**config.mk**
```make
export PLATFORM = sky130hd
export DESIGN_NAME = cads_front
export DESIGN_NICKNAME = d
export VERILOG_FILES = /design/src/design/cads_pkg.sv /design/src/design/cads_front.sv
export SDC_FILE = /design/constraint.sdc
export NUM_CORES = 2
export LEC_CHECK = 0
export BUFFER_PORTS_ARGS = -buffer_cell sky130_fd_sc_hd__buf_4
export CAP_MARGIN = 20
export CORE_UTILIZATION = 40
export DETAILED_ROUTE_END_ITERATION = 12
export PLACE_DENSITY = 0.59
export SYNTH_ARGS = -nofsm -noshare
export SYNTH_HDL_FRONTEND = slang
export SYNTH_SLANG_ARGS = --single-unit
```
**constraint.sdc**
```tcl
create_clock -name clk_i -period 10.1 [get_ports clk_i]
set_clock_uncertainty 0.15 [all_clocks]
set_input_delay 1.515 -clock clk_i [delete_from_list [all_inputs] [get_ports clk_i]]
set_output_delay 1.515 -clock clk_i [all_outputs]
set_load 0.02 [all_outputs]
```
**src/design/cads_pkg.sv**
```systemverilog
// Shared types and constants for the calibrated ADC/DAC scaler.
// Used by cads_front, cads_queue, cads_back and the top level; depends on nothing.
package cads_pkg;

  localparam int unsigned NumRegs   = 6;
  localparam int unsigned RegIdxW   = 3;
  localparam int unsigned CfgW      = 64;
  localparam int unsigned QuotW     = 32;
  localparam int unsigned DivisorW  = 16;
  localparam int unsigned DivStages = QuotW;
  localparam logic [14:0] CodeMax   = 15'd32767;
  localparam logic [CfgW-1:0] CalReset = 64'h2710_0000_7FFF_0000;
  localparam logic [RegIdxW-1:0] DacBase = 3'd4;

  // Operation codes carried by the op field.
  typedef enum logic [1:0] {
    OP_ADC_SCALE   = 2'd0,
    OP_DAC_SCALE   = 2'd1,
    OP_DAC_INVERSE = 2'd2,
    OP_INVALID     = 2'd3
  } op_e;

  // Values needed after the division.
  typedef struct packed {
    logic               err;       // bad op or bad DAC channel
    logic               zero;      // force a zero result
    logic signed [17:0] addend;    // added to the signed quotient
    logic [14:0]        top;       // upper clamp, already limited to CodeMax
  } side_t;

  // One item as handed from the front part to the back part.
  typedef struct packed {
    logic signed [35:0] prod;      // dividend
    logic signed [17:0] dvs;       // divisor, never zero
    side_t              side;
  } work_t;

endpackage

```
**src/design/cads_front.sv**
```systemverilog
// Front part: calibration registers, item decode and the dividend multiply.
// Depends on cads_pkg; feeds cads_queue.
module cads_front (
  input  logic                         clk_i,
  input  logic                         rst_ni,
  input  logic                         cfg_we_i,
  input  logic [cads_pkg::RegIdxW-1:0] cfg_idx_i,
  input  logic [cads_pkg::CfgW-1:0]    cfg_data_i,
  input  logic                         accept_i,
  input  logic [1:0]                   op_i,
  input  logic [1:0]                   channel_i,
  input  logic signed [15:0]           value_i,
  input  logic                         q_ready_i,
  output logic                         busy_o,
  output logic                         q_valid_o,
  output cads_pkg::work_t              q_data_o
);

  typedef cads_pkg::op_e op_e_t;

  logic [cads_pkg::CfgW-1:0] cal_q [cads_pkg::NumRegs];
  logic                      fv_q, fv_d;
  cads_pkg::work_t           work_q;

  logic [cads_pkg::RegIdxW-1:0] sel;
  logic [cads_pkg::CfgW-1:0]    word;
  logic signed [17:0]           lo, hi, off, fs, v, vpos, span, a, b, dvs, adj, voff;
  logic                         eq, fs_zero, err;
  logic signed [17:0]           addend;
  logic [15:0]                  top16;
  cads_pkg::work_t              work_d;

  // Calibration register file.
  always_ff @(posedge clk_i or negedge rst_ni) begin
    if (!rst_ni) begin
      for (int i = 0; i < cads_pkg::NumRegs; i++) cal_q[i] <= cads_pkg::CalReset;
    end else if (cfg_we_i && (cfg_idx_i < cads_pkg::RegIdxW'(cads_pkg::NumRegs))) begin
      cal_q[cfg_idx_i] <= cfg_data_i;
    end
  end

  // Pick the channel word and unpack it.
  always_comb begin
    sel  = (op_e_t'(op_i) == cads_pkg::OP_ADC_SCALE) ? {1'b0, channel_i}
                                                     : cads_pkg::DacBase + {2'b0, channel_i[0]};
    word = cal_q[sel];
    lo   = 18'(signed'(word[15:0]));
    hi   = 18'(signed'(word[31:16]));
    off  = 18'(signed'(word[47:32]));
    fs   = $signed({2'b00, word[63:48]});
    v    = 18'(value_i);
    eq   = (lo == hi);
    fs_zero = (word[63:48] == 16'd0);
    span = hi - lo;
    vpos = value_i[15] ? 18'sd0 : v;
    err  = (op_e_t'(op_i) == cads_pkg::OP_INVALID) ||
           ((op_e_t'(op_i) != cads_pkg::OP_ADC_SCALE) && channel_i[1]);
    voff = v + off;
    if (voff < 0) adj = 18'sd0;
    else if (voff > fs) adj = fs;
    else adj = voff;
  end

  // Choose multiplicands, divisor and the post-division terms per operation.
  always_comb begin
    a      = 18'sd0;
    b      = 18'sd0;
    dvs    = 18'sd1;
    addend = 18'sd0;
    top16  = {1'b0, cads_pkg::CodeMax};
    unique case (op_e_t'(op_i))
      cads_pkg::OP_ADC_SCALE: begin
        a      = eq ? vpos : vpos - lo;
        b      = fs;
        dvs    = eq ? 18'sd32767 : span;
        addend = off;
        top16  = word[63:48];
      end
      cads_pkg::OP_DAC_SCALE: begin
        if (fs_zero) begin
          dvs = 18'sd1;
        end else if (eq) begin
          a   = adj;
          b   = 18'sd32767;
          dvs = fs;
        end else begin
          a      = v;
          b      = span;
          dvs    = fs;
          addend = lo + off;
        end
      end
      cads_pkg::OP_DAC_INVERSE: begin
        a      = eq ? v : v - lo;
        b      = fs;
        dvs    = eq ? 18'sd32767 : span;
        addend = -off;
        top16  = word[63:48];
      end
      default: begin
        dvs = 18'sd1;
      end
    endcase
    work_d.prod        = a * b;
    work_d.dvs         = dvs;
    work_d.side.err    = err;
    work_d.side.zero   = err || ((op_e_t'(op_i) == cads_pkg::OP_DAC_SCALE) && fs_zero);
    work_d.side.addend = addend;
    work_d.side.top    = (top16 > {1'b0, cads_pkg::CodeMax}) ? cads_pkg::CodeMax : top16[14:0];
  end

  // Holding register in front of the queue.
  assign busy_o = fv_q && !q_ready_i;
  assign fv_d   = accept_i || busy_o;

  always_ff @(posedge clk_i or negedge rst_ni) begin
    if (!rst_ni) begin
      fv_q <= 1'b0;
    end else begin
      fv_q <= fv_d;
    end
  end

  always_ff @(posedge clk_i) begin
    if (accept_i) work_q <= work_d;
  end

  assign q_valid_o = fv_q;
  assign q_data_o  = work_q;

endmodule

```
* Word-level counts from Yosys, hierarchy flattened
Index checks and enable logic that the tools add are counted.
Operators by class: add/sub/neg operators 7, div/mod/pow operators 0, reduce and logical (&&, ||, !) cells 13, multiply operators 1, order comparisons 7, bitwise logic cells 2, eq/ne operators 4, multiplexer cells 24, shift operators 0
Operators by type and width (number):
- $bwmux 384 | 1
- $bmux 64 s3 | 1
- $demux 64 s3 | 1
- $mux 64 | 3
- $mux 18 | 10
- $pmux 18 s3 | 2
- $pmux 18 s2 | 2
- $sub 16x16->17 | 3
- $mul 18x18->36 | 1
- $add 16x16->17 | 2
- $mux 16 | 2
- $neg 16->18 | 1
- $gt 17x17->1 | 1
- $lt 17x1->1 const B | 1
- $eq 16x16->1 | 1
- $gt 16x15->1 const B | 1
- $logic_not 16->1 | 1
- $mux 15 | 1
- $ge 4x4->1 const B | 2
- $not 3->4 | 2
- $logic_and 1x1->1 | 5
- $eq 2x2->1 const B | 2
- $lt 4x1->1 const B | 1
- $add 3x1->3 const A | 1
- other kinds (8) | 10
Storage, ports and cells: register bits 474, logic and storage cells 71, output and inout bits 91, latch bits 0, memories kept 0, memory bits (read-only) 0, bits in writable memories 0

* Logic depth before layout (Yosys ltp)
word-level depth 14, mapped depth 49

* Least setup slack after synthesis
OpenSTA, ideal clock, no wires.
path type input port to flip-flop, start input channel_i[0], end register work_q (netlist bit q_data_o[81]), data pin, required time 9692 ps, buffers on the path 5, setup slack -2126 ps, data arrival time 11819 ps, stages 46, cell sequence buf_6 > buf_4 > buf_2 > buf_2 > a211oi_1 > a21oi_1 > inv_1 > ha_1 > fa_1 > a211o_1 > a21boi_1 > nor2_1 > nor2_1 > o21ai_0 > xnor2_1 > ha_1 > a211oi_1 > o21ai_0 > (+10 left out) > fa_1 > fa_1 > inv_1 > fa_1 > fa_1 > inv_1 > fa_1 > inv_1 > ha_1 > and3_1 > a221oi_1 > o21ai_0 > a22o_1 > a31o_2 > or4_1 > a31o_2 > a21oi_1 > xnor2_1
RTL lines:
- from (decl) | line cads_front.sv:11 | input logic [1:0] channel_i,
- to (signal assigned) | line cads_front.sv:125 | if (accept_i) work_q <= work_d;
- to (decl) | line cads_front.sv:23 | cads_pkg::work_t work_q;

==> flow_summary.yaml <==
placement:
  place_inst: 5421
  post_dp_cell_area_um2: 45200
  gp_congestion: 0.965
  io_buffer_count: 182
  dp_hpwl_um: 86600
sta:
  hold-worst-slack_ps: 347
  min_period_ps: 11150
  tns_ps: -14530
  slew_headroom: 0.259
  hold_viol: 0
  rsz0062_at_grt: "true"
  setup_viol: 22
  fin_ws_ps: -1050
  timing.fmax_mhz: 89.7
  report.final.slew_viol_count: 0
  worst_pin_slew_ps: 1110
  period_share: 1.10
clock_tree:
  cts_buffers: 54
  clock-sinks: 473
  path_clk_slew_ps: 60
  ctsHtreeMaxLevel: 2
  clock_latency_ps: 660
  cts_buffer_depth: 3
  cts_root_buf: "clkbuf_16"
  cts_tree: "done"
cells_and_area:
  drive_above_1_share: 0.405
  nNetsFinal: 4871
  fin_area_um2: 48400
  final_cells: 5570
  area_delta_synth_final_pct: 28.0
global_route:
  grt_pass1_wl_um: 175000
  antenna_found_initial: 8
  overflow: 0
  grtUsageTotal: 0.240
  grt_pass1_vias: 30200
  grt_max_degree: 168
setup_path:
  end_kind: "register"
  worst-path-max-fanout: 10
  worst_setup_path_start_kind: "input port"
  cpMostUsedCell: "fa_1"
  crit_slowest_cell: "fa_1"
  crit_type: "in2reg"
  slowest_delay_ps: 550
  cp.arrival_ps: 11380
  worstPathRequired_ps: 10330
synth:
  post-synth-top-area-cell: "dfrtp_1"
  synth.most_common_cell: "mux2_2"
  yosys_warnings: 0
  yosysUniqueCellTypes: 98
  async_flop_share: 0.814
  yosys-top-cells-count: "mux2_2 (443), inv_1 (423), fa_1 (324), nor2_1 (269), dfrtp_1 (265)"
  avgSynthCellArea_um2: 10.8
  yosys-top-cells-area: "dfrtp_1 (18%), fa_1 (17%), mux2_2 (13%), dfstp_2 (8.3%), edfxtp_1 (7.0%)"
  synth_ff_type: "dfrtp_1"
  synth-edff-count: 88
  synth_seq_cells: 473
  synth_top_area_frac: 0.175
  synthCells: 3509
  syn_area_um2: 37800
  yosysSeqAreaShare: 0.329
  synth_fp_nets: 4112
hold_path:
  hp-class: "reg2reg"
detailed_routing:
  avgRoutedWirePerCell_um: 20.1
  drtAntennaViolNets: 0
  drt_iter0_drc: 1902
  routed_via_density: 5.16
  via_count: 28700
  dr.pass1.iters: 5
  wl_um: 112000
  drc: 0
floorplan:
  die_area_um2: 95800
  die_w_um: 309
  fp.dieH_um: 309
  num_rows: 112
  ios: 183
  initial_core_util: 0.405
  core_um2: 93500
outcome:
  failed_checks: "negative setup slack"
  outcome: "complete, but fails checks"
flow_run:
  maxCapViolCount: 0
## registers in the layout, summed over array words and instances (netlist names)
signal and count:
cal_q 384, q_valid_o 1, q_data_o 88
## placed cells by master, fill, tap and decap left out, types with 12 or more instances in the layout
cell type  instances
nand4_1           16
mux4_2            16
a21oi_1          114
nor3_1            27
o21ai_0           68
a21o_1            31
dfstp_2          120
o21a_1            17
buf_6             42
a21oi_2           22
a31oi_1           14
ha_4              17
mux2_2           443
buf_12            12
o22ai_1           31
edfxtp_1          88
fa_1             306
buf_4            796
fa_2              18
nand2b_1          17
xnor2_1           73
o21ai_2           14
nor2_1           256
and2_1            23
a211oi_1          21
clkbuf_16         57
nand3_1           30
ha_1             167
mux2i_1          115
inv_2             23
dfrtp_1          265
o211ai_1          24
nand2_1          239
nor2b_1           46
inv_1            400
xor2_1            32
## routing by layer
metal  up-vias  track usage  share of wire
li1      13500            -              -
met1     14400        0.329           0.45
met2       696        0.389           0.46
met3       179       0.0374          0.055
met4        10       0.0804          0.034
met5         -            0        0.00059
## path summary, 6_finish.rpt
path / start / endpoint / slack, ps / cells after the start
worst max register to register: cal_q[165] / q_data_o[81] / -330 / 43
worst min-delay path: cal_q[368] / cal_q[368] / 350 / 1
min in group asynchronous: rst_ni / cal_q[197] / 700 / 1
max in group asynchronous: rst_ni / cal_q[347] / 7260 / 4
worst min register to register: cal_q[368] / cal_q[368] / 350 / 1
worst max-delay path: channel_i[1] / q_data_o[81] / -1050 / 43
## metrics by stage
stage	worst slack, ps	util
6_report	-1050	0.518
2_1_floorplan	-1310	-
3_5_place_dp	-1980	0.484
5_1_grt	-1350	0.518
4_1_cts	-929	0.511
3_3_place_gp	-1890	0.484
## critical path: cells and delay by family
family          cells  cell delay [ps]
fa+ha+maj           9             3870
mux                 2              870
simple gates        5             1040
compound gates     16             2880
xor+xnor            2              230
buf+inv             9              970
## area by class of cell
class / count / area [um2]
diodes: 2 / 5.00
clock buffers: 76 / 1570
clock inverters: 26 / 250
fillers: 8419 / 45100
inverters: 425 / 1600
multi-input cells: 2459 / 24200
flip-flops and latches: 473 / 12400
well taps: 1254 / 1570
repair buffers: 855 / 6790
## cells by family (layout without fill, tap and decap cells)
kind of cell,after synthesis,in the layout,share of synthesized area
flops,473,473,0.329
buf+inv,577,1382,0.0599
compound gates,499,499,0.0883
mux,580,580,0.174
xor+xnor,108,108,0.0250
simple gates,760,760,0.0908
other cells,0,2,0
fa+ha+maj,512,512,0.234
## repair_timing
item,4_1_cts,5_1_grt
hold buffers,0,0
pin swaps,74,106
setup buffers,24,26
gates resized for setup,116,117
setup endpoints to repair,23,26
cloned,0,1
Power is left out: the tool's default activity adds up to more than one toggle a clock period on the data nets, which glitch-free logic cannot reach.
