### config.mk
export PLATFORM = sky130hd
export DESIGN_NAME = cads_back
export DESIGN_NICKNAME = d
export VERILOG_FILES = /design/src/design/cads_pkg.sv /design/src/design/cads_back.sv
export SDC_FILE = /design/constraint.sdc
export NUM_CORES = 2
export LEC_CHECK = 0
export BUFFER_PORTS_ARGS = -buffer_cell sky130_fd_sc_hd__buf_2
export CAP_MARGIN = 5
export CORE_MARGIN = 2
export CORE_UTILIZATION = 65
export DETAILED_ROUTE_END_ITERATION = 8
export PLACE_DENSITY = 0.84
export SLEW_MARGIN = 20
export SYNTH_ARGS = -nofsm -noshare
export SYNTH_HDL_FRONTEND = slang
export SYNTH_SLANG_ARGS = --single-unit
### constraint.sdc
create_clock -name clk_i -period 12.1 [get_ports clk_i]
set_input_delay 1.815 -clock clk_i [delete_from_list [all_inputs] [get_ports clk_i]]
set_output_delay 1.815 -clock clk_i [all_outputs]
set_load 0.01 [all_outputs]
### src/design/cads_pkg.sv
// Shared types and constants for the calibrated ADC/DAC scaler.
// Used by cads_front, cads_queue, cads_back and the top level; depends on nothing.
package cads_pkg;

  localparam int unsigned NumRegs   = 6;
  localparam int unsigned RegIdxW   = 3;
  localparam int unsigned CfgW      = 64;
  localparam int unsigned QuotW     = 32;
  localparam int unsigned DivisorW  = 16;
  localparam int unsigned DivStages = QuotW;
  localparam logic [14:0] CodeMax   = 15'd32767;
  localparam logic [CfgW-1:0] CalReset = 64'h2710_0000_7FFF_0000;
  localparam logic [RegIdxW-1:0] DacBase = 3'd4;

  // Operation codes carried by the op field.
  typedef enum logic [1:0] {
    OP_ADC_SCALE   = 2'd0,
    OP_DAC_SCALE   = 2'd1,
    OP_DAC_INVERSE = 2'd2,
    OP_INVALID     = 2'd3
  } op_e;

  // Values needed after the division.
  typedef struct packed {
    logic               err;       // bad op or bad DAC channel
    logic               zero;      // force a zero result
    logic signed [17:0] addend;    // added to the signed quotient
    logic [14:0]        top;       // upper clamp, already limited to CodeMax
  } side_t;

  // One item as handed from the front part to the back part.
  typedef struct packed {
    logic signed [35:0] prod;      // dividend
    logic signed [17:0] dvs;       // divisor, never zero
    side_t              side;
  } work_t;

endpackage

### src/design/cads_back.sv
// Back part: sign split, pipelined restoring divider, offset add and clamping.
// Depends on cads_pkg; takes items from cads_queue.
module cads_back (
  input  logic            clk_i,
  input  logic            rst_ni,
  input  logic            valid_i,
  input  cads_pkg::work_t data_i,
  output logic            pop_o,
  output logic            result_valid_o,
  output logic [14:0]     result_o,
  output logic            channel_error_o
);

  localparam int unsigned NStg = cads_pkg::DivStages;
  localparam int unsigned QW   = cads_pkg::QuotW;
  localparam int unsigned DW   = cads_pkg::DivisorW;

  logic [NStg:0]   vld_q;
  logic [DW-1:0]   rem_q [NStg+1];
  logic [QW-1:0]   num_q [NStg+1];
  logic [DW-1:0]   dvs_q [NStg+1];
  logic            neg_q [NStg+1];
  cads_pkg::side_t side_q [NStg+1];

  logic            out_vld_q;
  logic [14:0]     res_q;
  logic            err_q;

  logic [35:0]     mag_p;
  logic [17:0]     mag_d;
  logic signed [33:0] quot;
  logic signed [34:0] sum;
  logic [14:0]     res_d;

  // The back part never stalls, so it drains the queue whenever it holds an item.
  assign pop_o = valid_i;

  always_comb begin
    mag_p = data_i.prod[35] ? 36'(-data_i.prod) : 36'(data_i.prod);
    mag_d = data_i.dvs[17] ? 18'(-data_i.dvs) : 18'(data_i.dvs);
  end

  // Stage valid bits.
  always_ff @(posedge clk_i or negedge rst_ni) begin
    if (!rst_ni) begin
      vld_q     <= '0;
      out_vld_q <= 1'b0;
    end else begin
      vld_q     <= {vld_q[NStg-1:0], valid_i};
      out_vld_q <= vld_q[NStg];
    end
  end

  // Divider stages: one quotient bit each.
  always_ff @(posedge clk_i) begin
    rem_q[0]  <= '0;
    num_q[0]  <= mag_p[QW-1:0];
    dvs_q[0]  <= mag_d[DW-1:0];
    neg_q[0]  <= data_i.prod[35] ^ data_i.dvs[17];
    side_q[0] <= data_i.side;
    for (int s = 0; s < NStg; s++) begin
      logic [DW:0] t;
      t = {rem_q[s], num_q[s][QW-1]};
      if (t >= {1'b0, dvs_q[s]}) begin
        rem_q[s+1] <= DW'(t - {1'b0, dvs_q[s]});
        num_q[s+1] <= {num_q[s][QW-2:0], 1'b1};
      end else begin
        rem_q[s+1] <= t[DW-1:0];
        num_q[s+1] <= {num_q[s][QW-2:0], 1'b0};
      end
      dvs_q[s+1]  <= dvs_q[s];
      neg_q[s+1]  <= neg_q[s];
      side_q[s+1] <= side_q[s];
    end
  end

  // Apply sign, add the offset term and clamp.
  always_comb begin
    quot = neg_q[NStg] ? -$signed({2'b00, num_q[NStg]}) : $signed({2'b00, num_q[NStg]});
    sum  = 35'(quot) + 35'(side_q[NStg].addend);
    if (side_q[NStg].zero || sum < 0) res_d = '0;
    else if (sum > $signed({20'd0, side_q[NStg].top})) res_d = side_q[NStg].top;
    else res_d = sum[14:0];
  end

  always_ff @(posedge clk_i) begin
    res_q <= res_d;
    err_q <= side_q[NStg].err;
  end

  assign result_valid_o  = out_vld_q;
  assign result_o        = res_q;
  assign channel_error_o = err_q;

  // Every item leaving the divider shows up as a result in the following cycle.
  assert property (@(posedge clk_i) disable iff (!rst_ni) vld_q[NStg] |=> result_valid_o)
    else $error("divider output lost");
  // A flagged item reports a zero result.
  assert property (@(posedge clk_i) disable iff (!rst_ni)
    (result_valid_o && channel_error_o) |-> (result_o == 15'd0))
    else $error("error item with nonzero result");
  // Results appear only for items that entered the divider.
  assert property (@(posedge clk_i) disable iff (!rst_ni)
    result_valid_o |-> $past(vld_q[NStg]))
    else $error("spurious result");

endmodule

# Yosys cells after proc, flatten, opt, wreduce, memory -nomap -nowiden
# Memories as Yosys holds them, arrays and structs flattened.
# Index checks and enable logic that the tools add are counted.
# Widths: inputs -> output; s select.
word_totals:
  reg_bits: 50
  latchBits: 0
  ram_bits: 3300
  romBits: 0
  inputBits: 92
  out_inout_bits: 18
  word_cells: 309
  mem_count: 5
mem_list:
  columns: ["memory", "words", "width", "rd", "rd_clocked_by_memory_dff", "wr", "line_no", "rtl"]
  rows:
  - ["side_q", 33, 35, 33, 0, 33, "cads_back.sv:23", "cads_pkg::side_t side_q [NStg+1];"]
  - ["num_q", 33, 32, 33, 0, 33, "cads_back.sv:20", "logic [QW-1:0] num_q [NStg+1];"]
  - ["dvs_q", 33, 16, 32, 0, 33, "cads_back.sv:21", "logic [DW-1:0] dvs_q [NStg+1];"]
  - ["rem_q", 33, 16, 32, 0, 33, "cads_back.sv:19", "logic [DW-1:0] rem_q [NStg+1];"]
  - ["neg_q", 33, 1, 33, 0, 33, "cads_back.sv:22", "logic neg_q [NStg+1];"]
classes:
  addsub: 36
  n_mul: 0
  div_mod_pow: 0
  magnitude_cmp: 34
  n_eq_ne: 0
  shift: 0
  n_mux: 164
  bitwise_logic: 65
  n_reduce_logical: 1
op_table:
  columns: ["cell", "count"]
  rows:
  - ["$mux 32", 33]
  - ["$ge 17x16->1", 32]
  - ["$mux 16", 33]
  - ["$sub 16x16->16", 32]
  - ["$mux 1", 96]
  - ["$or 1x1->1", 64]
  - ["$add 34x18->35", 1]
  - ["$gt 35x16->1", 1]
  - ["$lt 35x1->1 const B", 1]
  - ["$mux 34", 1]
  - ["$neg 32->34", 1]
  - ["$neg 32->32", 1]
  - ["$neg 16->16", 1]
  - ["$mux 15", 1]
  - ["$logic_or 1x1->1", 1]
  - ["$xor 1x1->1", 1]

# Longest topological paths before layout
# An unclocked memory read counts as a cell.
logic_depth:
  ltp_word: 6
  depth_mapped: 26
  mapped_depth_nobuf: 24

# Least setup slack after synthesis
# OpenSTA, ideal clock, no wires.
synth_timing:
  path_type: "register -> register"
  start: "mem num_q[32][7] (netlist name)"
  end: "reg res_q[10], in the netlist result_o[10]"
  setup_ps: 72
  arrival_ps: 5558
  required_time_ps: 12028
  setup_slack_ps: 6471
  path_stages_with_launch: 22
  path_buffers: 3
  period_less_slack_ps: 5629
  cell_sequence: "dfxtp_1 > or4_1 > or2_2 > or4_1 > or4_1 > or3_1 > o31ai_1 > xnor2_1 > ha_1 > clkbuf_1 > a21oi_1 > nor3b_1 > a2111oi_0 > nand4_1 > nor4_1 > o2111ai_1 > nor4_1 > and4_1 > and3_1 > buf_2 > buf_2 > mux2i_1"
synth_lines:
  columns: ["item", "line_no", "rtl"]
  rows:
  - ["from (decl)", "cads_back.sv:20", null]
  - ["to (signal assigned)", "cads_back.sv:87", "res_q <= res_d;"]
  - ["to (decl)", "cads_back.sv:26", "logic [14:0] res_q;"]

==> flow_metrics.tcl <==
set metrics [dict create \
    status "finished clean" \
    path_class "reg -> reg" \
    yosysTopAreaCellShare_pct 66.54 \
    fillers 9167 \
    core_mm2 0.1500 \
    hold_violations 0 \
    drt_iter0_markers 2621 \
    synth.avg_cell_area_um2 12.59 \
    tns_ps 0 \
    avgViaCountPerCell 5.190 \
    final_max_slew_viol_count 0 \
    cts_hold_buf 0 \
    clockBufferDepth 4 \
    synthTopCellsByArea "dfxtp_1 (67%), ha_1 (7.0%), mux2_2 (4.0%)" \
    cts_buffers 312 \
    placed_area_mm2 0.1013 \
    drv_cap 0 \
    grt_pass1_vias 57323 \
    yosysMostFrequentCell "dfxtp_1" \
    cts_sinks 3302 \
    hpwl_um 110200 \
    rows 142 \
    post-route-period-util_pct 57.47 \
    cts_max_level 5 \
    start_kind "register" \
    ys.warnings.count 0 \
    slew_headroom_pct 32.01 \
    die_height_um 392.9 \
    r2r_start "num_q[32][5]" \
    io_pins 110 \
    syn_inst 7810 \
    synth_area_mm2 0.09832 \
    p_per_area_mw_per_mm2 277.8 \
    cp_data_required_time_ps 12910 \
    utilization_pct 74.44 \
    grt_max_degree 35 \
    ys_seq_area_share_pct 67.41 \
    ant_nets 0 \
    finalNetCount 8852 \
    async_reset_ff_share_pct 1.030 \
    drc 0 \
    clk_latency_ps 900 \
    setup_viol 0 \
    crit_arrival_ps 7760 \
    chipWidth_um 392.9 \
    hold_class "reg -> reg" \
    gp_congestion 0.9048 \
    synth.ff_latch_count 3302 \
    tightest_slew_ps 1020 \
    cts_setup_buffers 0 \
    setup_slack_ps 5146 \
    grt_pass1_wl_um 283600 \
    synth_cell_types 70 \
    path_clk_slew_ps 60 \
    antenna_found_initial 2 \
    synthToLayoutAreaGrowth_pct 13.54 \
    routed_wl_um 173900 \
    fin_hold_ws_ps 281.6 \
    period_minus_slack_ps 6954 \
    synthesis.nets 8485 \
    leakagePower_nw 50.57 \
    endpoint "result_o[2]" \
    grt_usage_pct 22.64 \
    reg2reg_setup_slack_ps 5150 \
    fin_area_mm2 0.1116 \
    yosysTopAreaCell "dfxtp_1" \
    worst_ir_drop_vdd_uv 210.7 \
    r2r_cells 19 \
    crit_fanout 15 \
    drt-pass1-iter-count 6 \
    start_util_pct 65.57 \
    dp_slack_ps 5128 \
    n_antenna_cell 0 \
    grt-ovfl-total 0 \
    clockRootBuffer "clkbuf_16" \
    rsz0062_at_grt "false" \
    synth_flop_cell "dfxtp_1" \
    drive_gt1_share_pct 12.32 \
    io_buffers 105 \
    route.vias.total 54052 \
    max_freq_mhz 143.8 \
    worstSetupEndpointType "register" \
    cts_tree "yes" \
    startpoint "num_q[32][5]" \
    die_area_mm2 0.1544 \
    cts_resized 0 \
    synth_common_cells "dfxtp_1 (3268), inv_1 (687), ha_1 (552)" \
    fin_skew_ps 58.24 \
    wl_per_cell_um 16.70 \
    rr_endpoint "result_o[2]" \
    synth_edf_count 0 \
]
through the flow:
step	power [mW]	std cells
3_3_place_gp	20.88	9879
3_5_place_dp	21.20	9879
4_1_cts	31.18	10415
6_report	31.01	10415
5_1_grt	32.60	10415
2_1_floorplan	19.41	7810
layer usage:
metal	up-vias	track usage (%)	part of all wire [%]	wire length, um
li1	26886	-	-	-
met1	25375	26.20	41	71970
met2	1267	41.14	51	88280
met3	524	3.532	3.8	6536
met4	0	10.10	4.1	7117
met5	-	0	0	0
cells by family after synthesis:
family | Yosys count | synth area share, %
buffers and inverters | 766 | 2.941
multiplexers | 469 | 5.219
flip-flops | 3302 | 67.41
adder cells (fa/ha/maj) | 583 | 7.656
XOR/XNOR | 428 | 3.813
AND/OR/NAND/NOR | 1167 | 5.944
AO/OA/AOI/OAI | 1095 | 7.021
where the power goes:
part	switching (mW)	internal, mW	total [mW]
clock	3.93	5.77	9.70
sequential	0.788	12.6	13.4
combinational	4.17	3.75	7.92
state kept, by name (all words and copies together), names as in the netlist:
name,cells
result_o,15
dvs_q,512
neg_q,33
vld_q,33
num_q,1056
channel_error_o,1
rem_q,496
side_q,1155
result_valid_o,1
worst max-delay path, stage by stage, from the launching register on:
cell,delay [ps]
dfxtp_1,340
nor4_2,440
nand3b_1,230
or2_2,370
or4_1,470
or4_1,500
or3_1,480
o31ai_1,310
xnor2_1,110
ha_1,470
a21oi_1,180
nor3b_1,180
a2111oi_0,410
nand4_1,150
nor4_1,540
o2111ai_1,220
nor4_1,190
and4_1,250
and3_1,760
mux2i_1,270
layout make-up:
cell class	count	area, um^2	area share, %
Sequential cell	3302	66270	59.37
Multi-Input combinational cell	3742	29170	26.13
Clock buffer	425	8990	8.053
Inverter	687	2579	2.310
Tap cell	2016	2522	2.260
Clock inverter	111	1361	1.220
Timing Repair Buffer	132	728.2	0.6523
how the worst min path moves through the flow:
stage,end,cells past startpoint,from,slack [ps]
floorplan,channel_error_o,0,side_q[32][34],310
global placement,num_q[21][8],0,num_q[20][7],310
detailed placement,num_q[3][19],0,num_q[2][18],310
CTS,neg_q[0][8],0,neg_q[0][7],280
global route,neg_q[0][8],0,neg_q[0][7],280
finish,neg_q[0][8],0,neg_q[0][7],280
cell usage in the layout (no fill, tap or decap), drive strengths merged, types with 15 or more instances in the layout:
cell type,instances
fa,31
nand4,72
xor2,105
a21o,170
mux2,349
a41o,24
clkinv,56
nand3,113
inv,701
nand2,270
clkbuf,425
or4,22
o311a,29
o21ai,248
nor2b,101
nand2b,77
ha,552
bufinv,26
buf,132
o2bb2ai,22
and3,35
nor3,129
nor2,230
xnor2,323
dfrtp,34
o31a,15
o41ai,18
mux2i,120
a211oi,48
or3,36
or2,46
o21a,38
a31oi,16
dfxtp,3268
a21oi,380
o31ai,25
clkinvlp,15
Power figures use the tool's default switching activity.
