**src/design/cads_pkg.sv**
```systemverilog
// Shared types and constants for the calibrated ADC/DAC scaler.
// Used by cads_front, cads_queue, cads_back and the top level; depends on nothing.
package cads_pkg;

  localparam int unsigned NumRegs   = 6;
  localparam int unsigned RegIdxW   = 3;
  localparam int unsigned CfgW      = 64;
  localparam int unsigned QuotW     = 32;
  localparam int unsigned DivisorW  = 16;
  localparam int unsigned DivStages = QuotW;
  localparam logic [14:0] CodeMax   = 15'd32767;
  localparam logic [CfgW-1:0] CalReset = 64'h2710_0000_7FFF_0000;
  localparam logic [RegIdxW-1:0] DacBase = 3'd4;

  // Operation codes carried by the op field.
  typedef enum logic [1:0] {
    OP_ADC_SCALE   = 2'd0,
    OP_DAC_SCALE   = 2'd1,
    OP_DAC_INVERSE = 2'd2,
    OP_INVALID     = 2'd3
  } op_e;

  // Values needed after the division.
  typedef struct packed {
    logic               err;       // bad op or bad DAC channel
    logic               zero;      // force a zero result
    logic signed [17:0] addend;    // added to the signed quotient
    logic [14:0]        top;       // upper clamp, already limited to CodeMax
  } side_t;

  // One item as handed from the front part to the back part.
  typedef struct packed {
    logic signed [35:0] prod;      // dividend
    logic signed [17:0] dvs;       // divisor, never zero
    side_t              side;
  } work_t;

endpackage

```
**src/design/cads_queue.sv**
```systemverilog
// Two-entry item queue between the front and back parts.
// Depends on cads_pkg for the work_t item type.
module cads_queue (
  input  logic            clk_i,
  input  logic            rst_ni,
  input  logic            push_i,
  input  cads_pkg::work_t push_data_i,
  output logic            ready_o,
  input  logic            pop_i,
  output logic            valid_o,
  output cads_pkg::work_t pop_data_o
);

  cads_pkg::work_t mem_q [2];
  logic            wptr_q, rptr_q;
  logic [1:0]      cnt_q;
  logic            do_push, do_pop;

  assign ready_o    = (cnt_q != 2'd2);
  assign valid_o    = (cnt_q != 2'd0);
  assign do_push    = push_i && ready_o;
  assign do_pop     = pop_i && valid_o;
  assign pop_data_o = mem_q[rptr_q];

  // Pointers and fill count.
  always_ff @(posedge clk_i or negedge rst_ni) begin
    if (!rst_ni) begin
      wptr_q <= 1'b0;
      rptr_q <= 1'b0;
      cnt_q  <= 2'd0;
    end else begin
      if (do_push) wptr_q <= ~wptr_q;
      if (do_pop)  rptr_q <= ~rptr_q;
      cnt_q <= cnt_q + {1'b0, do_push} - {1'b0, do_pop};
    end
  end

  // Storage.
  always_ff @(posedge clk_i) begin
    if (do_push) mem_q[wptr_q] <= push_data_i;
  end

endmodule

```
**config.mk**
```make
export PLATFORM = sky130hd
export DESIGN_NAME = cads_queue
export DESIGN_NICKNAME = d
export VERILOG_FILES = /design/src/design/cads_pkg.sv /design/src/design/cads_queue.sv
export SDC_FILE = /design/constraint.sdc
export NUM_CORES = 1
export LEC_CHECK = 0
export BUFFER_PORTS_ARGS = -buffer_cell sky130_fd_sc_hd__buf_2
export CORE_MARGIN = 10
export CORE_UTILIZATION = 47
export DETAILED_ROUTE_END_ITERATION = 16
export GPL_TIMING_DRIVEN = 0
export PLACE_DENSITY = 0.72
export SYNTH_ARGS = -nofsm -noshare
export SYNTH_HDL_FRONTEND = slang
export SYNTH_SLANG_ARGS = --single-unit
```
**constraint.sdc**
```tcl
create_clock -name clk_i -period 9.95 [get_ports clk_i]
set_clock_uncertainty 0.2 [all_clocks]
set_input_delay 0.4975 -clock clk_i [delete_from_list [all_inputs] [get_ports clk_i]]
set_output_delay 0.4975 -clock clk_i [all_outputs]
set_load 0.01 [all_outputs]
```
## Word-level counts from Yosys, hierarchy flattened

Memory sizes are Yosys's and may differ from the RTL's.
Cells that the tools add are included.

- Register bits after elaboration: 4
- RAM bits: 178
- Input port bits: 93
- Output and inout bits: 91
- Logic and storage cells: 14
- Memories: 1

- Add/subtract/negate cells: 2
- Equality and inequality tests: 1
- Multiplexer cells: 2
- Bitwise logic cells: 2
- Reduce and logical (&&, ||, !) cells: 3

Memory list:

| memory | words | bits a word | read ports | clocked after Yosys merged registers in | write ports | RTL line | RTL |
|---|---|---|---|---|---|---|---|
| mem_q | 2 | 89 | 1 | 0 | 1 | cads_queue.sv:14 | `cads_pkg::work_t mem_q [2];` |

Operators with widths:

| operator | count |
|---|---|
| 2-bit by 1-bit adder with 2-bit output | 1 |
| 1-bit logical AND | 2 |
| 1-bit two-way mux | 2 |
| 2-bit inequality test (second input constant) | 1 |
| 1-bit NOT | 2 |
| 2-bit nonzero test | 1 |
| 2-bit by 1-bit subtractor with 2-bit output | 1 |

## Depth between registers and ports, before layout

Gate-level depths: netlist (run 1).

- Word-level depth: 4
- Mapped depth: 7
- Gate-level depth less buffers: 7

## Least setup slack after synthesis (run 1)

No wires, ideal clock.

- Path type: register -> register
- Start point: register cnt_q[1]
- End point: memory mem_q[0][0] (netlist bit), enable pin
- Library setup time: 0.537 ns
- Data arrival time: 4.370 ns
- Data required time: 9.213 ns
- Path slack: 4.843 ns
- Stages on the path, launching flop included: 4
- Path buffers: 0
- Clock period less this slack: 5.107 ns
- Cell sequence: dfrtp_1 -> nand2b_1 -> nand2_1 -> nor2_1

- Word-level cells in the longest chain between the ends: 4

RTL lines:

| what | RTL line | RTL |
|---|---|---|
| start: declaration | cads_queue.sv:16 | `logic [1:0] cnt_q;` |
| start signal: assignment | cads_queue.sv:34 | `cnt_q <= cnt_q + {1'b0, do_push} - {1'b0, do_pop};` |
| 2-bit inequality test | cads_queue.sv:19 | `assign ready_o = (cnt_q != 2'd2);` |
| via ready_o | cads_queue.sv:8 | `output logic ready_o,` |
| 1-bit logical AND | cads_queue.sv:21 | `assign do_push = push_i && ready_o;` |
| 1-bit two-way mux | cads_queue.sv:40 | `if (do_push) mem_q[wptr_q] <= push_data_i;` |
| 1-bit two-way mux (implied by the code) | cads_queue.sv:40 |  |
| end: declaration | cads_queue.sv:14 |  |

The timed path passes the listed nets, and every way through them passes these cells.

==> flow_summary.yaml, run 1 <==
run_status:
  outcome: "completed"
cts:
  clock_path_buffers: 2
  cts_tree: "built"
  clk_latency_ns: 0.42
  numCtsBuffers: 17
  post_cts_buffers: 0
  cts.sinks: 182
  htreeDepth: 4
  cts_root_buffer: "clkbuf_16"
  clk_pin_slew_ns: 0.06
synthesis:
  syn_nets: 389
  ys.warnings.count: 0
  synth_top_area_share_pct: 75.58
  netlist_area_um2: 7072
  seq_area_frac_synth_pct: 77.00
  synth_area_leaders: "edfxtp_1 (76%), mux2_4 (19%), buf_12 (2.5%)"
  synth_cell_types: 15
  synth_seq_cells: 182
  syn_avg_cell_area_um2: 24.05
  yosysTopAreaCell: "edfxtp_1"
  synth_cells: 294
pwr:
  leakagePower_nw: 3.590
  vdd_ir_drop_max_v: 0.0002008
  powerDensity_nw_per_um2: 302.7
hold_path:
  hold_start: "push_data_i[44]"
  whs_path_depth: 1
  hold_class: "in2reg"
  min_to: "mem_q[1][44]"
setup_path:
  worst-setup-path-type: "reg2out"
  startpoint_type: "flip-flop"
  cp-end-kind: "output port"
  required_ns: 9.25
  rr_worst_depth: 4
  crit-reg2reg-capture: "mem_q[0][78]"
  r2r_start: "cnt_q[1]"
  path_max_fanout: 10
  ff2ff_setup_slack_ns: 7.72
  cp.arrival_ns: 1.67
sta:
  hold_violations: 0
  finalSetupViolations: 0
  clock.fmax_mhz: 422.6
  fin_crit_ns: 2.366
  rsz0062_at_grt: "no"
  slew_viol_final: 0
  finalSetupTns_ns: 0
  worst_slack_ns: 7.584
  slew_headroom_pct: 42.47
  min_period_over_period_pct: 23.78
  max_slew.worst_pin.slew_ns: 0.8609
placed_design:
  dpl_worst_slack_ns: 7.687
  dpl.hpwl_mm: 9.434
  gp_congestion: 0.7132
  port_buffers: 183
global_route:
  grt_pass1_vias: 3735
  grt_pass1_wl_mm: 20.51
  grt_use_total_pct: 13.36
  antenna_found_initial: 0
  grt_overflow_total: 0
  grt_max_degree: 46
final_layout:
  final_cell_mix: "buf_2 (183), edfxtp_1 (178), mux2_4 (89)"
  synthToLayoutAreaGrowth_pct: 25.58
  mostFrequentLayoutCell: "buf_2"
  antennaDiodeCount: 0
  drive_above_1_share_pct: 60.62
  nets: 595
floorplanning:
  io_pins: 184
  die-area_um2: 20350
  die_x_um: 142.7
  core_um2: 14640
  rows: 44
  initial_utilization_pct: 48.29
  die_h_um: 142.7
drt:
  postRouteWirelength_mm: 13.32
  drc: 0
  postRouteAntennaNets: 0
  wl_per_cell_um: 19.11
  drtPass1Iterations: 4
  vias: 3403
  via_per_inst: 4.882
  drt_iter0_drc: 116
flow_run:
  drv_cap: 0
## layout make-up
type	instances	area, µm²
Fill cell	1087	5763
Clock inverter	10	128.9
Timing Repair Buffer	187	993.5
Tap cell	184	230.2
Multi-Input combinational cell	101	1444
Sequential cell	182	5445
Clock buffer	22	444.2
Inverter	1	3.754
Buffer	10	191.4
## report_power, final
group | total [mW] | switching (mW) | leakage [nW] | internal, mW
sequential | 1.09 | 0.0428 | 1.70 | 1.05
clock | 0.652 | 0.260 | 0.269 | 0.392
combinational | 0.945 | 0.447 | 1.62 | 0.498
total | 2.69 | 0.750 | 3.59 | 1.94
## metrics by stage
stage               hold slack, ns  instances  util (%)  total power, mW  area [µm²]
global route               0.03712        697     60.65            2.826        8881
finish                     0.05974        697     60.65            2.688        8881
floorplan                 0.001909        294         -            1.771        7072
global placement            0.1070        661     56.12            2.064        8218
CTS                        0.03531        697     60.65            2.735        8881
detailed placement          0.1106        664     56.66            2.076        8298
## worst max-delay path: stages (launching register included)
cell and delay (ns):
dfrtp_1 0.35, buf_6 0.25, buf_12 0.19, mux2_4 0.30
buf_2 0.15
## cells in the mapped netlist (all sizes together)
library cell / instances
buf: 10
nand2: 1
edfxtp: 178
dfrtp: 4
nor2: 1
or2: 1
ha: 2
xnor2: 3
nand2b: 1
and3: 1
xor2: 1
and2: 1
inv: 1
mux2: 89
## worst max-delay path by stage
stage | end | depth (start not counted) | start
floorplan | mem_q[0][0] | 3 | cnt_q[1]
global placement | mem_q[0][14] | 3 | push_i
detailed placement | mem_q[0][77] | 4 | push_i
CTS | pop_data_o[68] | 4 | rptr_q
global route | pop_data_o[68] | 4 | rptr_q
finish | pop_data_o[68] | 4 | rptr_q
## logic make-up (layout without fill, tap and decap cells)
kind of cell / count (synthesis) / count (layout) / share of synthesized area, %
simple gates: 6 / 6 / 0.4955
mux: 89 / 89 / 18.90
buf+inv: 11 / 230 / 2.760
fa+ha+maj: 2 / 2 / 0.3538
flops: 182 / 182 / 77.00
xor+xnor: 4 / 4 / 0.4955
## layer usage
metal  vias up  wire, µm  track usage [%]
met5         -         0                0
met3        22      1115            6.136
met2       126      6588            21.24
li1       1581         -                -
met1      1674      5366            15.29
met4         0       248            5.809
## repair_timing
item / in CTS / in global routing
hold buffers: 1 / 0
endpoints found under the hold margin: 4 / 0
resized for setup: 0 / 0
## sequential cells by signal (all words and copies together), names as in the netlist
register,flops
cnt_q,2
mem_q,178
rptr_q,1
wptr_q,1
Note: power is estimated with default switching activity, not from simulation.
==> inputs of run 2 (changes only) <==
clock period = 2.3 ns   (was 9.95 ns; I/O delays follow)
==> run 2 against run 1 <==
  * Setup slack worse by 7.4 ns
  * Count of clock-buffer cells in the layout is 4 lower
  * Non-clock buffer count is 93 higher
  * Global-route usage is 1.3 points higher
  * Via count is 9.8% higher
  * Core utilization is 6.3 points higher
  * Sequential share of layout area is 5.8 points lower
  * Highest routed layer unchanged
  * Critical endpoint is now mem_q[0][28]
  * Sequential power grew to 4.3 times the previous value
  * Critical path type is now reg2reg
  * Combinational power grew to 4.5 times the previous value
  * Critical path depth is 1 higher
  * Flip-flop and latch count stayed put
==> flow_summary.yaml, run 2 (same netlist as run 1, synthesis figures left out) <==
run_status:
  outcome: "completed"
placed_design:
  dpl.cell_count: 665
  port_buffers: 183
  dpl.hpwl_mm: 9.552
  gp_congestion: 0.6871
cts:
  clk_latency_ns: 0.41
  numCtsBuffers: 17
  clk_pin_slew_ns: 0.07
  cts_tree: "built"
  cts_resized: 0
  post_cts_buffers: 0
  cts_root_buffer: "clkbuf_16"
  holdBufCountCts: 93
  htreeDepth: 4
  cts.sinks: 182
  clock_path_buffers: 2
setup_path:
  cp-end-kind: "flip-flop"
  path_max_fanout: 28
  startpoint_type: "flip-flop"
  cp.arrival_ns: 2.02
  ff2ff_setup_slack_ns: 0.19
  worst-setup-path-type: "reg2reg"
  required_ns: 2.21
drt:
  drt_iter0_drc: 179
  postRouteAntennaNets: 0
  drtPass1Iterations: 4
  wl_per_cell_um: 18.51
  vias: 3738
  postRouteWirelength_mm: 14.64
  via_per_inst: 4.726
  drc: 0
final_layout:
  largest_reg_flops: 178
  final_cell_mix: "buf_2 (183), edfxtp_1 (178), dlygate4sd3_1 (93)"
  mostFrequentLayoutCell: "buf_2"
  final_cells: 791
  max_flop_register: "mem_q"
  drive_above_1_share_pct: 52.97
  nets: 688
  fill_cells: 986
  synthToLayoutAreaGrowth_pct: 38.71
  largestRegisters: "mem_q (178), cnt_q (2)"
sta:
  clock.fmax_mhz: 473.7
  finalSetupViolations: 0
  max_slew.worst_pin.slew_ns: 0.4769
  hold_violations: 0
  rsz0062_at_grt: "no"
  hold_slack_ns: 0.2135
  fin_crit_ns: 2.111
  min_period_over_period_pct: 91.78
  slew_viol_final: 0
  slew_headroom_pct: 68.13
pwr:
  powerDensity_nw_per_um2: 1193
  vdd_ir_drop_max_v: 0.0006218
  leakagePower_nw: 3.985
floorplanning:
  io_pins: 184
  die_x_um: 142.7
  rows: 44
  core_um2: 14640
  initial_utilization_pct: 48.29
  die_h_um: 142.7
  die-area_um2: 20350
global_route:
  antenna_found_initial: 1
  grt_max_degree: 63
  grt_use_total_pct: 14.64
  grt_overflow_total: 0
  grt_pass1_wl_mm: 22.82
  grt_pass1_vias: 4192
flow_run:
  drv_cap: 0
hold_path:
  hold_class: "in2reg"
[run 2: cell count changes in the layout (fill, tap and decap cells not counted), sizes merged]
cell         delta
dlygate4sd3    +92
clkbuf          -4
clkinv          +3
inv             +3
bufinv          -2
buf             +1
diode           +1
[run 2: layout make-up]
| cell class | instances | area, µm² | area share, % |
|---|---|---|---|
| sequential | 182 | 5445 | 55.51 |
| timing repair buffer | 280 | 1934 | 19.72 |
| multi-input combinational | 101 | 1446 | 14.74 |
| clock buffer | 18 | 429.2 | 4.375 |
| tap | 184 | 230.2 | 2.347 |
| buffer | 10 | 191.4 | 1.952 |
| clock inverter | 14 | 126.4 | 1.288 |
| inverter | 1 | 3.754 | 0.03827 |
| antenna | 1 | 2.502 | 0.02551 |
[run 2: path summary, 6_finish.rpt]
kind                                  from      endpoint  cells after the start
setup / recovery                  cnt_q[1]  mem_q[0][28]                      5
hold / removal             push_data_i[45]  mem_q[0][45]                      2
setup reg to reg                  cnt_q[1]  mem_q[0][28]                      5
hold reg to reg                   cnt_q[0]      cnt_q[0]                      1
max in group asynchronous           rst_ni      cnt_q[0]                      3
min in group asynchronous           rst_ni        wptr_q                      3
[run 2: power by group]
part	internal, mW	total, mW	switching, mW
registers	4.53	4.72	0.191
logic	2.28	4.27	1.99
clock network	1.50	2.71	1.21
[run 2: routing by layer]
metal | vias up | wire, µm | track usage, %
li1 | 1768 | - | -
met1 | 1822 | 5793 | 16.78
met2 | 131 | 7459 | 24.26
met3 | 17 | 1194 | 6.003
met4 | 0 | 191 | 5.266
met5 | - | 0 | 0
[run 2: worst max-delay path, stage by stage (launching register included)]
cell	delay, ns
dfrtp_1	0.41
nand2b_1	0.16
nand2_2	0.12
nor2_4	0.42
buf_12	0.26
buf_12	0.22
[run 2: through the flow]
stage                     worst slack (ns)  area (µm²)  util, %  TNS, ns  power (mW)
final                               0.1890        9809    66.99        0       11.70
after global routing               0.06811        9809    66.99        0       12.28
after CTS                           0.1770        9807    66.97        0       11.87
after detailed placement            0.2030        8320    56.82        0       9.012
after global placement             -0.9761        8229    56.19  -138.20       8.859
after floorplan                    -0.3131        7083        -   -32.87       7.608
